--- src/lzss_ring_decompressor_top_assert.svh ---
// assertion macros for the lzss ring decompressor
`ifndef LZSS_RING_DECOMPRESSOR_TOP_ASSERT_SVH
`define LZSS_RING_DECOMPRESSOR_TOP_ASSERT_SVH
`ifndef SYNTHESIS
`define LZSSRD_ASSERT_IMPL(lbl, ante, cons, msg) \
  lbl: assert property (@(posedge clk) disable iff (!rst_n) (ante) |-> (cons)) else $error(msg);
`define LZSSRD_ASSERT_NEXT(lbl, ante, cons, msg) \
  lbl: assert property (@(posedge clk) disable iff (!rst_n) (ante) |=> (cons)) else $error(msg);
`else
`define LZSSRD_ASSERT_IMPL(lbl, ante, cons, msg)
`define LZSSRD_ASSERT_NEXT(lbl, ante, cons, msg)
`endif
`endif

--- src/lzssrd_pkg.sv ---
// shared types and constants of the lzss ring decompressor
package lzssrd_pkg;

  localparam int DEF_RING_BITS        = 9;
  localparam int DEF_START_GAP        = 66;
  localparam int DEF_BYTES_PER_RESULT = 4;

  localparam int BYTE_W      = 8;
  localparam int LEN_W       = 8;
  localparam int LEN_OFFSET  = 3;
  localparam int FLAG_COUNT  = 8;
  localparam int LEFT_W      = 4;
  localparam int CNT_W       = 4;
  localparam int OUT_SLOTS   = 4;
  localparam int WORD_W      = 32;
  localparam int OUT_CNT_W   = 3;
  localparam int IN_TDATA_W  = 8;
  localparam int OUT_TDATA_W = 40;

  typedef enum logic [1:0] {
    PH_FLAG,
    PH_TOKEN,
    PH_PAIR
  } phase_t;

  typedef enum logic [1:0] {
    ST_IDLE,
    ST_COPY,
    ST_DRAIN
  } ctrl_state_t;

  typedef struct packed {
    logic lit_go;
    logic hold_low;
    logic copy_start;
    logic copy_run;
    logic ring_clear;
  } cmd_t;

  typedef struct packed {
    logic emit_busy;
    logic copy_done;
  } stat_t;

endpackage

--- src/lzssrd_ctrl.sv ---
// token decoder and sequencing state machine
module lzssrd_ctrl (
  input  logic                        clk,
  input  logic                        rst_n,
  input  logic                        in_tvalid,
  input  logic [lzssrd_pkg::BYTE_W-1:0] in_byte,
  input  logic                        in_last,
  output logic                        in_tready,
  output lzssrd_pkg::cmd_t            cmd,
  input  lzssrd_pkg::stat_t           stat
);

  lzssrd_pkg::ctrl_state_t state_r, state_nxt;
  lzssrd_pkg::phase_t      phase_r, phase_nxt;
  logic [lzssrd_pkg::BYTE_W-1:0] flag_shift_r, flag_shift_nxt;
  logic [lzssrd_pkg::LEFT_W-1:0] flags_left_r, flags_left_nxt;
  logic                          eos_r, eos_nxt;
  logic [lzssrd_pkg::LEFT_W-1:0] left_dec;
  logic                          accept;

  assign in_tready = (state_r == lzssrd_pkg::ST_IDLE);
  assign accept    = in_tvalid && in_tready;
  assign left_dec  = flags_left_r - lzssrd_pkg::LEFT_W'(1);

  always_ff @(posedge clk) begin
    if (!rst_n) begin
      state_r      <= lzssrd_pkg::ST_IDLE;
      phase_r      <= lzssrd_pkg::PH_FLAG;
      flag_shift_r <= '0;
      flags_left_r <= '0;
      eos_r        <= 1'b0;
    end else begin
      state_r      <= state_nxt;
      phase_r      <= phase_nxt;
      flag_shift_r <= flag_shift_nxt;
      flags_left_r <= flags_left_nxt;
      eos_r        <= eos_nxt;
    end
  end

  always_comb begin
    state_nxt      = state_r;
    phase_nxt      = phase_r;
    flag_shift_nxt = flag_shift_r;
    flags_left_nxt = flags_left_r;
    eos_nxt        = eos_r;
    cmd            = '0;
    unique case (state_r)
      lzssrd_pkg::ST_IDLE: begin
        if (accept) begin
          eos_nxt   = in_last;
          state_nxt = lzssrd_pkg::ST_DRAIN;
          unique case (phase_r)
            lzssrd_pkg::PH_TOKEN: begin
              if (flag_shift_r[0]) begin
                cmd.lit_go     = 1'b1;
                flag_shift_nxt = flag_shift_r >> 1;
                flags_left_nxt = left_dec;
                phase_nxt      = (left_dec == '0) ? lzssrd_pkg::PH_FLAG
                                                  : lzssrd_pkg::PH_TOKEN;
              end else begin
                cmd.hold_low = 1'b1;
                phase_nxt    = lzssrd_pkg::PH_PAIR;
              end
            end
            lzssrd_pkg::PH_PAIR: begin
              cmd.copy_start = 1'b1;
              state_nxt      = lzssrd_pkg::ST_COPY;
              flag_shift_nxt = flag_shift_r >> 1;
              flags_left_nxt = left_dec;
              phase_nxt      = (left_dec == '0) ? lzssrd_pkg::PH_FLAG
                                                : lzssrd_pkg::PH_TOKEN;
            end
            default: begin
              flag_shift_nxt = in_byte;
              flags_left_nxt = lzssrd_pkg::LEFT_W'(lzssrd_pkg::FLAG_COUNT);
              phase_nxt      = lzssrd_pkg::PH_TOKEN;
            end
          endcase
          // end of stream: decoder state restarts now, the ring after the last write
          if (in_last) begin
            phase_nxt      = lzssrd_pkg::PH_FLAG;
            flag_shift_nxt = '0;
            flags_left_nxt = '0;
          end
        end
      end
      lzssrd_pkg::ST_COPY: begin
        cmd.copy_run = 1'b1;
        if (stat.copy_done) begin
          state_nxt = lzssrd_pkg::ST_DRAIN;
        end
      end
      lzssrd_pkg::ST_DRAIN: begin
        if (!stat.emit_busy) begin
          cmd.ring_clear = eos_r;
          state_nxt      = lzssrd_pkg::ST_IDLE;
        end
      end
      default: begin
        state_nxt = lzssrd_pkg::ST_IDLE;
      end
    endcase
  end

endmodule

--- config.mk ---
export PLATFORM = sky130hd
export DESIGN_NAME = lzssrd_ctrl
export DESIGN_NICKNAME = d
export VERILOG_FILES = /design/src/lzss_ring_decompressor_top_assert.svh /design/src/lzssrd_pkg.sv /design/src/lzssrd_ctrl.sv
export SDC_FILE = /design/constraint.sdc
export NUM_CORES = 1
export LEC_CHECK = 0
export ABC_CLOCK_PERIOD_IN_PS = 1900
export BUFFER_PORTS_ARGS = -buffer_cell sky130_fd_sc_hd__buf_2
export CORE_AREA = 4 4 63 47
export DETAILED_ROUTE_END_ITERATION = 7
export DIE_AREA = 0 0 67 51
export SYNTH_ARGS = -nofsm -noshare
export SYNTH_HDL_FRONTEND = slang
export SYNTH_SLANG_ARGS = --single-unit
export TNS_END_PERCENT = 10
--- constraint.sdc ---
create_clock -name clk -period 1.9 [get_ports clk]
set_input_delay 0.285 -clock clk [delete_from_list [all_inputs] [get_ports clk]]
set_output_delay 0.285 -clock clk [all_outputs]
set_load 0.01 [all_outputs]
==> results.sh <==
export IMPL_run_status="finished, final reports clean"
export IMPL_synth_area_um2=936
export IMPL_synthToLayoutAreaGrowth_pct=19.0
export IMPL_postSynth_asyncResetShare_pct=0
export IMPL_maxCapViolCount=0
export IMPL_core_area_um2=2380
export IMPL_worst_slack_ns=0.126
export IMPL_finalCritPeriodShare_pct=93.4
export IMPL_floorplan_die_height_um=51
export IMPL_rrSetupSlack_ns=0.29
export IMPL_grt_use_total_pct=15.2
export IMPL_start_util_pct=39.3
export IMPL_yosysMostFrequentCell="dfxtp_1"
export IMPL_yosys_area_top_type_share_pct=36.4
export IMPL_share_clk_of_total_power_pct=29.1
export IMPL_synth_avg_cell_area_um2=8.21
export IMPL_io_pins=20
export IMPL_multiInputGateArea_um2=552
export IMPL_post_synth_most_frequent_cells="dfxtp_1, nand2_1, nor2b_1"
export IMPL_final_cell_area_um2=1110
export IMPL_post_route_cells_drive_above_1_share_pct=24.3
export IMPL_hp_start="stat[1]"
export IMPL_fin_nets=155
export IMPL_hpwlAfterDp_um=1710
export IMPL_drv_slew=0
export IMPL_grt_start_max_net_pins=13
export IMPL_htree_num_levels=1
export IMPL_min_period_ns=1.77
export IMPL_postCtsSetupBuffers=0
export IMPL_global_route_wire_length_before_repair_um=3860
export IMPL_clk_latency_ns=0.31
export IMPL_tritoncts="done"
export IMPL_timing_hold_worst_endpoint="state_r[1]"
export IMPL_hold_worst_slack_ns=0.245
export IMPL_netlist_cell_type_count=35
export IMPL_remaining_drc_errors=0
export IMPL_final_setup_skew_ns=0.0114
export IMPL_numCtsBuffers=3
export IMPL_crit_path_start_kind="flop"
export IMPL_switching_share_pct=28.5
export IMPL_timing_critical_path_fanout_max=9
export IMPL_via_count_of_the_first_global_routing_pass=845
export IMPL_worstReg2RegEnd="phase_r[0]"
export IMPL_worst_slew_pin_transition_ns=0.500
export IMPL_power_leakage_nw=0.442
export IMPL_dieWidth_um=67
export IMPL_wl_per_cell_um=13.4
export IMPL_vdd_drop_max_mv=0.353
export IMPL_synth_top_cell_by_area="dfxtp_1"
export IMPL_data_arrival_at_the_endpoint_of_the_critical_path_ns=1.49
export IMPL_setup_worst_path_class="reg2out"
export IMPL_sequentialPowerShare_pct=54.7
export IMPL_syn_inst=114
export IMPL_clock_edge_transition_at_the_registers_on_the_reported_setup_and_hold_paths_ns=0.11
export IMPL_power_frac_comb_pct=16.2
export IMPL_synth_warnings=0
export IMPL_worst_endpoint_required_ns=1.62
export IMPL_synth_flop_cell="dfxtp_1"
export IMPL_cts_root_buffer="clkbuf_4"
export IMPL_count_of_clock_tree_sinks=17
export IMPL_drt_pass1_iter_count=4
export IMPL_timing_critical_path_to_type="output port"
export IMPL_placed_cell_area_um2=1080
export IMPL_regToRegStartpoint="phase_r[0]"
export IMPL_fill_cell_instance_count_of_the_final_layout=251
export IMPL_wl_um=2290
export IMPL_flip_flop_and_latch_count_after_synthesis=17
export IMPL_number_of_antenna_violations_at_the_first_check_in_global_routing=0
export IMPL_netlist_top_cells_area="dfxtp_1, ha_1, nor2b_1, a22oi_1, nand2_1"
export IMPL_layout_area_seq_um2=340
export IMPL_synth_seq_area_share_pct=36.4
export IMPL_routed_via_density=5.29
export IMPL_setup_violations=0
export IMPL_net_count_of_the_mapped_netlist=132
export IMPL_power_per_cell_area_nw_per_um2=633
export IMPL_maxClockFrequency_mhz=564
export IMPL_hold_violation_total_from_the_final_report=0
export IMPL_detailedPlace_worstSlack_ns=0.266
export IMPL_relSlewSlack_pct=66.6
export IMPL_setup_tns_ns=0
export IMPL_antenna_cells_inserted=0
export IMPL_placement_rows=15
export IMPL_final_gp_congestion=0.767
export IMPL_whs_path_depth=3
export IMPL_grt_overflow_total=0
export IMPL_detail_route_iter0_violations=57
export IMPL_die_area_um2=3420
export IMPL_antenna_violating_nets_post_route=0
export IMPL_totalPowerFinal_mw=0.705
export IMPL_synth_edf_count=0
export IMPL_netSwitchingPower_mw=0.201
export IMPL_port_buffer_count=19
export IMPL_routed_via_count=900
export IMPL_path_type_of_the_worst_min_delay_path="in2reg"
export IMPL_clk_path_buf_depth=2
export IMPL_grt_setup_unrepaired="false"
export IMPL_cell_internal_pwr_mw=0.504
export IMPL_ff2ff_path_depth=5
## final cells by class
type | count | area share, %
Clock inverter | 1 | 0.449
Sequential cell | 17 | 30.6
Inverter | 5 | 1.69
Clock buffer | 3 | 2.02
Multi-Input combinational cell | 86 | 49.6
Timing Repair Buffer | 24 | 11.9
Tap cell | 34 | 3.82
## metrics by stage
stage / util (%) / cells
6_report: 46.7 / 170
3_5_place_dp: 45.2 / 166
5_1_grt: 46.7 / 170
4_1_cts: 46.4 / 170
2_1_floorplan: - / 114
3_3_place_gp: 45.2 / 166
## worst max-delay path, stage by stage (launching register included)
cell,delay [ns]
dfxtp_1,0.41
or3b_4,0.48
nor2_1,0.14
buf_2,0.14
## power groups by stage
stage	clock network, mW	registers (mW)	logic (mW)
6_report	0.205	0.386	0.115
5_1_grt	0.227	0.388	0.129
4_1_cts	0.208	0.385	0.111
3_5_place_dp	0	0.393	0.111
3_3_place_gp	0	0.393	0.109
2_1_floorplan	0	0.387	0.0750
## registers in the layout, indices dropped and copies added (netlist names)
name / count
eos_r: 1
flag_shift_r: 8
flags_left_r: 4
phase_r: 2
state_r: 2
## worst max-delay path by stage
stage,depth (start not counted),from,end
after global routing,3,state_r[1],cmd[3]
after floorplan,6,phase_r[0],phase_r[0]
after detailed placement,3,state_r[1],flag_shift_r[3]
after CTS,3,state_r[1],cmd[3]
final,3,state_r[1],cmd[3]
after global placement,3,state_r[1],flag_shift_r[3]
## cells by family (layout without fill, tap and decap cells)
family          count (synthesis)  after routing  share of synthesized area (%)
fa+ha+maj                       4              4                           5.35
compound gates                 32             32                           21.9
flops                          17             17                           36.4
mux                             1              1                           1.20
simple gates                   48             48                           28.7
buf+inv                        11             33                           5.48
xor+xnor                        1              1                          0.936
## cell usage in the layout (no fill, tap or decap), drive strengths merged, types with 3 or more instances in the layout
master and n:
ha 4, clkbuf 3, nand2 12, nand4 3
a22oi 6, nor2b 8, nor2 5, a21oi 6
dfxtp 17, or3b 3, buf 24, o22ai 7
nor3 4, o21ai 6, inv 5
## metal layers
layer / global-route usage, % / wire, um / up-vias
met1: 20.1 / 1070 / 414
met4: 7.74 / 48 / 0
met5: 0 / 0 / -
li1: - / - / 462
met3: 5.93 / 168 / 4
met2: 21.2 / 996 / 20
## repair_timing
action,CTS,global route
resized for setup,0,2
setup endpoints to repair,0,3
hold buffers,0,0
hold endpoints to repair,0,0
Power figures use the tool's default switching activity.
