### src/lzss_ring_decompressor_top_assert.svh
// assertion macros for the lzss ring decompressor
`ifndef LZSS_RING_DECOMPRESSOR_TOP_ASSERT_SVH
`define LZSS_RING_DECOMPRESSOR_TOP_ASSERT_SVH
`ifndef SYNTHESIS
`define LZSSRD_ASSERT_IMPL(lbl, ante, cons, msg) \
  lbl: assert property (@(posedge clk) disable iff (!rst_n) (ante) |-> (cons)) else $error(msg);
`define LZSSRD_ASSERT_NEXT(lbl, ante, cons, msg) \
  lbl: assert property (@(posedge clk) disable iff (!rst_n) (ante) |=> (cons)) else $error(msg);
`else
`define LZSSRD_ASSERT_IMPL(lbl, ante, cons, msg)
`define LZSSRD_ASSERT_NEXT(lbl, ante, cons, msg)
`endif
`endif

### src/lzssrd_pkg.sv
// shared types and constants of the lzss ring decompressor
package lzssrd_pkg;

  localparam int DEF_RING_BITS        = 9;
  localparam int DEF_START_GAP        = 66;
  localparam int DEF_BYTES_PER_RESULT = 4;

  localparam int BYTE_W      = 8;
  localparam int LEN_W       = 8;
  localparam int LEN_OFFSET  = 3;
  localparam int FLAG_COUNT  = 8;
  localparam int LEFT_W      = 4;
  localparam int CNT_W       = 4;
  localparam int OUT_SLOTS   = 4;
  localparam int WORD_W      = 32;
  localparam int OUT_CNT_W   = 3;
  localparam int IN_TDATA_W  = 8;
  localparam int OUT_TDATA_W = 40;

  typedef enum logic [1:0] {
    PH_FLAG,
    PH_TOKEN,
    PH_PAIR
  } phase_t;

  typedef enum logic [1:0] {
    ST_IDLE,
    ST_COPY,
    ST_DRAIN
  } ctrl_state_t;

  typedef struct packed {
    logic lit_go;
    logic hold_low;
    logic copy_start;
    logic copy_run;
    logic ring_clear;
  } cmd_t;

  typedef struct packed {
    logic emit_busy;
    logic copy_done;
  } stat_t;

endpackage

### src/lzssrd_ram.sv
// generic single write, single read ram with registered read data
module lzssrd_ram #(
  parameter int WIDTH = 8,
  parameter int DEPTH = 512
) (
  input  logic                     clk,
  input  logic                     wr_en,
  input  logic [$clog2(DEPTH)-1:0] wr_addr,
  input  logic [WIDTH-1:0]         wr_data,
  input  logic                     rd_en,
  input  logic [$clog2(DEPTH)-1:0] rd_addr,
  output logic [WIDTH-1:0]         rd_data
);

  logic [WIDTH-1:0] mem [DEPTH];
  logic [WIDTH-1:0] rd_data_r;

  always_ff @(posedge clk) begin
    if (wr_en) begin
      mem[wr_addr] <= wr_data;
    end
    if (rd_en) begin
      rd_data_r <= mem[rd_addr];
    end
  end

  assign rd_data = rd_data_r;

endmodule

### src/lzssrd_dp.sv
// history ring, copy address path, byte packer and output register
`include "lzss_ring_decompressor_top_assert.svh"
module lzssrd_dp #(
  parameter int RING_BITS        = lzssrd_pkg::DEF_RING_BITS,
  parameter int START_GAP        = lzssrd_pkg::DEF_START_GAP,
  parameter int BYTES_PER_RESULT = lzssrd_pkg::DEF_BYTES_PER_RESULT
) (
  input  logic                             clk,
  input  logic                             rst_n,
  input  lzssrd_pkg::cmd_t                 cmd,
  output lzssrd_pkg::stat_t                stat,
  input  logic [lzssrd_pkg::BYTE_W-1:0]    in_byte,
  input  logic                             out_tready,
  output logic                             out_tvalid,
  output logic [lzssrd_pkg::WORD_W-1:0]    out_word,
  output logic [lzssrd_pkg::OUT_CNT_W-1:0] out_cnt,
  output logic                             out_last
);

  localparam int RING_SIZE = 2 ** RING_BITS;
  localparam logic [RING_BITS-1:0] START_POS =
    RING_BITS'((RING_SIZE - START_GAP) % RING_SIZE);
  localparam int HI_LSB = 16 - RING_BITS;
  localparam int LEN_MSB = 15 - RING_BITS;

  logic [RING_BITS-1:0] wp_r, wp_nxt;
  logic [RING_BITS:0]   fill_r, fill_nxt;
  logic [RING_BITS-1:0] rd_ptr_r, rd_ptr_nxt;
  logic [lzssrd_pkg::LEN_W-1:0] rem_r, rem_nxt;
  logic [lzssrd_pkg::BYTE_W-1:0] held_r;

  // emit stage: one byte per beat into the ring and the packer, held while a full result is stalled
  logic e_v_r, e_v_nxt;
  logic e_lit_r, e_last_r, e_fwd_r, e_filled_r;
  logic [lzssrd_pkg::BYTE_W-1:0] e_lit_data_r, e_fwd_data_r;

  logic [lzssrd_pkg::WORD_W-1:0] acc_word_r, acc_word_nxt;
  logic [lzssrd_pkg::CNT_W-1:0]  acc_cnt_r, acc_cnt_nxt;

  logic                              out_v_r, out_v_nxt;
  logic [lzssrd_pkg::WORD_W-1:0]     out_word_r;
  logic [lzssrd_pkg::OUT_CNT_W-1:0]  out_cnt_r;
  logic                              out_last_r;

  logic [lzssrd_pkg::BYTE_W-1:0] ram_rd;
  logic [lzssrd_pkg::BYTE_W-1:0] e_byte;
  logic [RING_BITS-1:0]          rd_off;
  logic                          rd_filled;
  logic                          rd_issue;
  logic                          e_fire;
  logic                          emit_stall;
  logic                          flush;
  logic [lzssrd_pkg::CNT_W-1:0]  cnt_inc;
  logic [lzssrd_pkg::WORD_W-1:0] word_base;
  logic [lzssrd_pkg::WORD_W-1:0] word_new;
  logic [4:0]                    shamt;

  lzssrd_ram #(
    .WIDTH (lzssrd_pkg::BYTE_W),
    .DEPTH (RING_SIZE)
  ) u_ring (
    .clk     (clk),
    .wr_en   (e_fire),
    .wr_addr (wp_r),
    .wr_data (e_byte),
    .rd_en   (rd_issue),
    .rd_addr (rd_ptr_r),
    .rd_data (ram_rd)
  );

  // entries are written in order from the start position, so the fill count tells
  // which ones are still unwritten, and those read as zero
  assign rd_off    = rd_ptr_r - START_POS;
  assign rd_filled = ({1'b0, rd_off} < fill_r);

  always_comb begin
    if (e_lit_r) begin
      e_byte = e_lit_data_r;
    end else if (e_fwd_r) begin
      e_byte = e_fwd_data_r;
    end else if (e_filled_r) begin
      e_byte = ram_rd;
    end else begin
      e_byte = '0;
    end
  end

  assign cnt_inc   = acc_cnt_r + lzssrd_pkg::CNT_W'(1);
  assign flush     = (cnt_inc >= lzssrd_pkg::CNT_W'(BYTES_PER_RESULT)) || e_last_r;
  assign emit_stall = e_v_r && flush && out_v_r && !out_tready;
  assign e_fire    = e_v_r && !emit_stall;
  assign rd_issue  = cmd.copy_run && (rem_r != '0) && !emit_stall;

  assign word_base = (acc_cnt_r == '0) ? '0 : acc_word_r;
  assign shamt     = {acc_cnt_r[1:0], 3'b000};

  // bytes past the fourth slot do not fit the result word
  always_comb begin
    word_new = word_base;
    if (acc_cnt_r < lzssrd_pkg::CNT_W'(lzssrd_pkg::OUT_SLOTS)) begin
      word_new = word_base | (lzssrd_pkg::WORD_W'(e_byte) << shamt);
    end
  end

  always_comb begin
    wp_nxt       = wp_r;
    fill_nxt     = fill_r;
    rd_ptr_nxt   = rd_ptr_r;
    rem_nxt      = rem_r;
    e_v_nxt      = e_v_r;
    acc_word_nxt = acc_word_r;
    acc_cnt_nxt  = acc_cnt_r;
    out_v_nxt    = out_v_r;
    if (out_v_r && out_tready) begin
      out_v_nxt = 1'b0;
    end
    if (e_fire) begin
      e_v_nxt = 1'b0;
      wp_nxt  = wp_r + RING_BITS'(1);
      if (fill_r != (RING_BITS+1)'(RING_SIZE)) begin
        fill_nxt = fill_r + (RING_BITS+1)'(1);
      end
      if (flush) begin
        out_v_nxt   = 1'b1;
        acc_cnt_nxt = '0;
      end else begin
        acc_word_nxt = word_new;
        acc_cnt_nxt  = cnt_inc;
      end
    end
    if (cmd.copy_start) begin
      rd_ptr_nxt = {in_byte[7:HI_LSB], held_r};
      rem_nxt    = lzssrd_pkg::LEN_W'(in_byte[LEN_MSB:0])
                 + lzssrd_pkg::LEN_W'(lzssrd_pkg::LEN_OFFSET);
    end else if (rd_issue) begin
      rd_ptr_nxt = rd_ptr_r + RING_BITS'(1);
      rem_nxt    = rem_r - lzssrd_pkg::LEN_W'(1);
    end
    if (rd_issue || cmd.lit_go) begin
      e_v_nxt = 1'b1;
    end
    if (cmd.ring_clear) begin
      wp_nxt   = START_POS;
      fill_nxt = '0;
    end
  end

  always_ff @(posedge clk) begin
    if (!rst_n) begin
      wp_r      <= START_POS;
      fill_r    <= '0;
      rem_r     <= '0;
      e_v_r     <= 1'b0;
      acc_cnt_r <= '0;
      out_v_r   <= 1'b0;
    end else begin
      wp_r      <= wp_nxt;
      fill_r    <= fill_nxt;
      rem_r     <= rem_nxt;
      e_v_r     <= e_v_nxt;
      acc_cnt_r <= acc_cnt_nxt;
      out_v_r   <= out_v_nxt;
    end
  end

  always_ff @(posedge clk) begin
    rd_ptr_r   <= rd_ptr_nxt;
    acc_word_r <= acc_word_nxt;
    if (cmd.hold_low) begin
      held_r <= in_byte;
    end
    if (rd_issue) begin
      e_lit_r    <= 1'b0;
      e_last_r   <= (rem_r == lzssrd_pkg::LEN_W'(1));
      // byte written this same beat at the read address comes straight across
      e_fwd_r      <= e_fire && (rd_ptr_r == wp_r);
      e_fwd_data_r <= e_byte;
      e_filled_r   <= rd_filled;
    end else if (cmd.lit_go) begin
      e_lit_r      <= 1'b1;
      e_last_r     <= 1'b1;
      e_lit_data_r <= in_byte;
    end
    if (e_fire && flush) begin
      out_word_r <= word_new;
      out_cnt_r  <= cnt_inc[lzssrd_pkg::OUT_CNT_W-1:0];
      out_last_r <= e_last_r;
    end
  end

  assign stat.emit_busy = e_v_r;
  assign stat.copy_done = (rem_r == '0);

  assign out_tvalid = out_v_r;
  assign out_word   = out_word_r;
  assign out_cnt    = out_cnt_r;
  assign out_last   = out_last_r;

  `LZSSRD_ASSERT_NEXT(a_emit_hold, emit_stall, e_v_r && $stable(e_lit_r) && $stable(e_last_r), "emit stage lost a byte while stalled")
  `LZSSRD_ASSERT_NEXT(a_last_tag, rd_issue && (rem_r == 8'd1), e_v_r && e_last_r && !e_lit_r, "final copy byte not tagged last")
  `LZSSRD_ASSERT_NEXT(a_out_hold, out_v_r && !out_tready, out_v_r && $stable(out_word_r) && $stable(out_last_r), "result overwritten before taken")

endmodule

### config.mk
export PLATFORM = sky130hd
export DESIGN_NAME = lzssrd_dp
export DESIGN_NICKNAME = d
export VERILOG_FILES = /design/src/lzssrd_pkg.sv /design/src/lzssrd_ram.sv /design/src/lzssrd_dp.sv
export VERILOG_INCLUDE_DIRS = /design/src /design/src/src
export SDC_FILE = /design/constraint.sdc
export NUM_CORES = 2
export LEC_CHECK = 0
export BUFFER_PORTS_ARGS = -buffer_cell sky130_fd_sc_hd__buf_2
export CAP_MARGIN = 40
export CORE_UTILIZATION = 45
export CTS_BUF_LIST = sky130_fd_sc_hd__clkbuf_4
export DETAILED_ROUTE_END_ITERATION = 7
export PLACE_DENSITY = 0.58
export SLEW_MARGIN = 10
export SYNTH_ARGS = -nofsm -noshare
export SYNTH_HDL_FRONTEND = slang
export SYNTH_SLANG_ARGS = --single-unit
### constraint.sdc
create_clock -name clk -period 49.8 [get_ports clk]
set_input_delay 4.98 -clock clk [delete_from_list [all_inputs] [get_ports clk]]
set_output_delay 4.98 -clock clk [all_outputs]
set_load 0.005 [all_outputs]
==> results.ini <==
[routing]
wl_met3_um = 50400
drc_errors = 0
wl_per_cell_um = 33.5
wl_met1_um = 190000
first_pass_iters = 6
highest_layer = met5
routed_wl_um = 481000
drt-initial-drc-count = 11100
met2WireLength_um = 226000
viasPerCell = 6.14
ant_nets = 0
vias = 88100

[placement]
place_ws_ns = 40.83
gp_congestion = 0.879
io_buffers = 54
hpwlAfterDp_um = 288000

[floorplanning]
start_util_pct = 45.3
rows = 221
die_y_um = 607
die-width_um = 607
io-pin-count = 55
core_area_um2 = 363000
fp.dieArea_um2 = 368000

[logic_synthesis]
synth-edff-count = 4208
synth-seq-cells = 4242
yosysSeqAreaShare_pct = 77.2
avgSynthCellArea_um2 = 20.8
ys_types = 72
synthArstFlopShare_pct = 0
syn_inst = 7897
synth_flop_cell = edfxtp_1
syn_area_um2 = 165000
synth_fp_nets = 7935
ys_warn_count = 0

[power]
p_leak_nw = 59.1
ir_worst_vdd_mv = 0.0346
powerDensity_nw_per_um2 = 44.5

[setup_path]
worstSetupEndpointType = flop
r2r_cells = 13
crit_path_start_kind = flop
critical_path_class = reg2reg
r2r_start = rd_ptr_r[0]
crit_end = u_ring.rd_data[3]
cp.required_ns = 51.15
reg2reg_to = u_ring.rd_data[3]
r2r_slack_ns = 41.42
worstPathArrival_ns = 9.73
startpoint = rd_ptr_r[0]
worst-path-max-fanout = 94

[cts]
clk_path_buf_depth = 5
numCtsBuffers = 1125
clock-sinks = 4242
worstSkewPairLatency_ns = 1.68
cts_tree = yes
cts-resized-gates = 0
path_clk_slew_ns = 0.07
ctsHoldBuffers = 0
htreeDepth = 7
cts_setup_buffers = 0
cts-root-buf = clkbuf_4

[cells_and_area]
mostFrequentLayoutCell = edfxtp_1
final_core_util_pct = 50.8
fillers = 29100
layout.nets = 8900
mostFrequentLayoutCells = edfxtp_1 (4208), clkbuf_4 (1531), mux4_2 (897), nor2_1 (574), mux2i_1 (341)
area_delta_synth_final_pct = 12.2
drive_above_1_share_pct = 30.5

[sta]
worstMarginPinSlew_ns = 1.37
setup_slack_ns = 41.42
fin_setup_tns_ns = 0
max_clock_freq_ghz = 0.119
hold_violations = 0
relSlewSlack_pct = 8.95
setup_viol = 0
fin_skew_ns = 0.143
min_period_ns = 8.38
fin_crit_sh_pct = 16.8
slew_viol_final = 0
rsz0062_at_grt = false
timing.hold.ws_ns = 0.448

[global_route]
antenna_found_initial = 26
overflow = 0
track_usage_pct = 26.3
grt_pass1_wl_um = 675000
grt_pass1_vias = 89100
grt_start_max_net_pins = 173

[worst_hold_path]
hp-class = reg2reg

[flow_run]
drv_cap = 0

[status]
status = complete, no violations

[cell usage after synthesis, types with 6 or more instances]
| master | count | share of area [%] |
|---|---|---|
| o21ai_0 | 88 | 0.27 |
| mux4_2 | 897 | 12 |
| nor3_1 | 36 | 0.11 |
| xor2_1 | 19 | 0.10 |
| mux2i_1 | 341 | 2.1 |
| a221oi_1 | 46 | 0.24 |
| nor2_1 | 585 | 1.3 |
| nand2_1 | 165 | 0.38 |
| clkbuf_1 | 230 | 0.52 |
| buf_2 | 91 | 0.28 |
| edfxtp_1 | 4208 | 77 |
| o2111ai_1 | 9 | 0.048 |
| dfxtp_1 | 34 | 0.41 |
| a211oi_1 | 88 | 0.40 |
| a22oi_1 | 170 | 0.78 |
| o211a_1 | 6 | 0.036 |
| nand2b_1 | 14 | 0.053 |
| nand3_1 | 55 | 0.17 |
| buf_4 | 42 | 0.19 |
| ha_1 | 22 | 0.17 |
| o221ai_1 | 51 | 0.27 |
| a21o_1 | 6 | 0.027 |
| a211o_1 | 9 | 0.048 |
| and3_1 | 12 | 0.046 |
| nor4_1 | 13 | 0.049 |
| o21ai_1 | 12 | 0.036 |
| nor2b_1 | 17 | 0.065 |
| xnor2_1 | 26 | 0.14 |
| and2_1 | 8 | 0.030 |
| inv_1 | 26 | 0.059 |
| o211ai_1 | 14 | 0.064 |
| buf_6 | 65 | 0.44 |
| buf_12 | 11 | 0.13 |
| a22o_1 | 81 | 0.43 |
| nand4_1 | 15 | 0.057 |
| or3_1 | 8 | 0.030 |
| a21oi_1 | 133 | 0.40 |
| buf_1 | 44 | 0.10 |
| buf_8 | 15 | 0.14 |
| o22ai_1 | 99 | 0.38 |
| a31oi_1 | 12 | 0.046 |
[power by group]
| part | switching, mW | internal, mW |
|---|---|---|
| sequential | 0.00941 | 4.11 |
| clock | 1.38 | 1.52 |
| combinational | 0.838 | 0.364 |
[area by class of cell]
| type | instances | area [um^2] | share of cell area [%] |
|---|---|---|---|
| Sequential cell | 4242 | 127000 | 68.8 |
| Multi-Input combinational cell | 3129 | 34900 | 18.9 |
| Clock buffer | 1531 | 11500 | 6.22 |
| Tap cell | 4794 | 6000 | 3.25 |
| Timing Repair Buffer | 336 | 3500 | 1.89 |
| Clock inverter | 270 | 1610 | 0.869 |
| Inverter | 28 | 113 | 0.0610 |
| Antenna cell | 25 | 62.6 | 0.0339 |
[metrics by stage]
| stage | cell area (um^2) | power [mW] | instances |
|---|---|---|---|
| 2_1_floorplan | 165000 | 5.04 | 7897 |
| 3_5_place_dp | 171000 | 5.39 | 12500 |
| 3_3_place_gp | 170000 | 5.35 | 12400 |
| 6_report | 185000 | 8.22 | 14400 |
| 4_1_cts | 184000 | 8.27 | 14300 |
| 5_1_grt | 185000 | 8.49 | 14300 |
[cells by family (layout without fill, tap and decap cells)]
kind of cell             after synthesis  count (layout)  share of synthesized area, %
adder cells (fa/ha/maj)               22              22                         0.167
AND/OR/NAND/NOR                      948             948                          2.41
buffers and inverters                526            2165                          1.87
multiplexers                        1242            1242                          14.4
XOR/XNOR                              45              45                         0.239
flip-flops                          4242            4242                          77.2
AO/OA/AOI/OAI                        872             872                          3.75
other                                  0              25                             0
[sequential cells by signal, summed over array words and instances (netlist names)]
signal,cells
out_word,32
out_cnt,3
e_lit_data_r,8
rem_r,8
e_lit_r,1
out_tvalid,1
u_ring.mem,4096
wp_r,9
e_v_r,1
e_fwd_data_r,8
fill_r,10
e_last_r,1
out_last,1
e_fwd_r,1
u_ring.rd_data,8
acc_cnt_r,4
held_r,8
acc_word_r,32
rd_ptr_r,9
e_filled_r,1
[worst min path at each step]
| stage | from | end | slack (ns) | depth (start not counted) |
|---|---|---|---|---|
| after floorplan | e_last_r | out_last | 0.43 | 0 |
| after global placement | e_last_r | out_last | 0.44 | 0 |
| after detailed placement | e_last_r | out_last | 0.44 | 0 |
| after CTS | e_last_r | out_last | 0.45 | 0 |
| after global routing | e_last_r | out_last | 0.46 | 0 |
| final | e_last_r | out_last | 0.45 | 0 |
[layer usage]
| metal | GRT usage, % | vias up |
|---|---|---|
| met3 | 7.50 | 763 |
| met2 | 40.0 | 5591 |
| li1 | - | 35500 |
| met1 | 36.1 | 46300 |
| met4 | 10.2 | 12 |
| met5 | 0 | - |
[worst max-delay path, stage by stage (launching register included)]
cell and delay [ns]:
edfxtp_1 0.40, buf_4 0.63, buf_12 0.59, buf_4 0.66
buf_4 0.71, buf_4 0.74, buf_4 0.66, buf_4 0.64
mux4_2 0.58, a22o_1 0.23, a2111oi_0 0.63, a311oi_2 0.22
o311ai_1 0.84, a32oi_1 0.20
(Power assumes the default switching activity.)
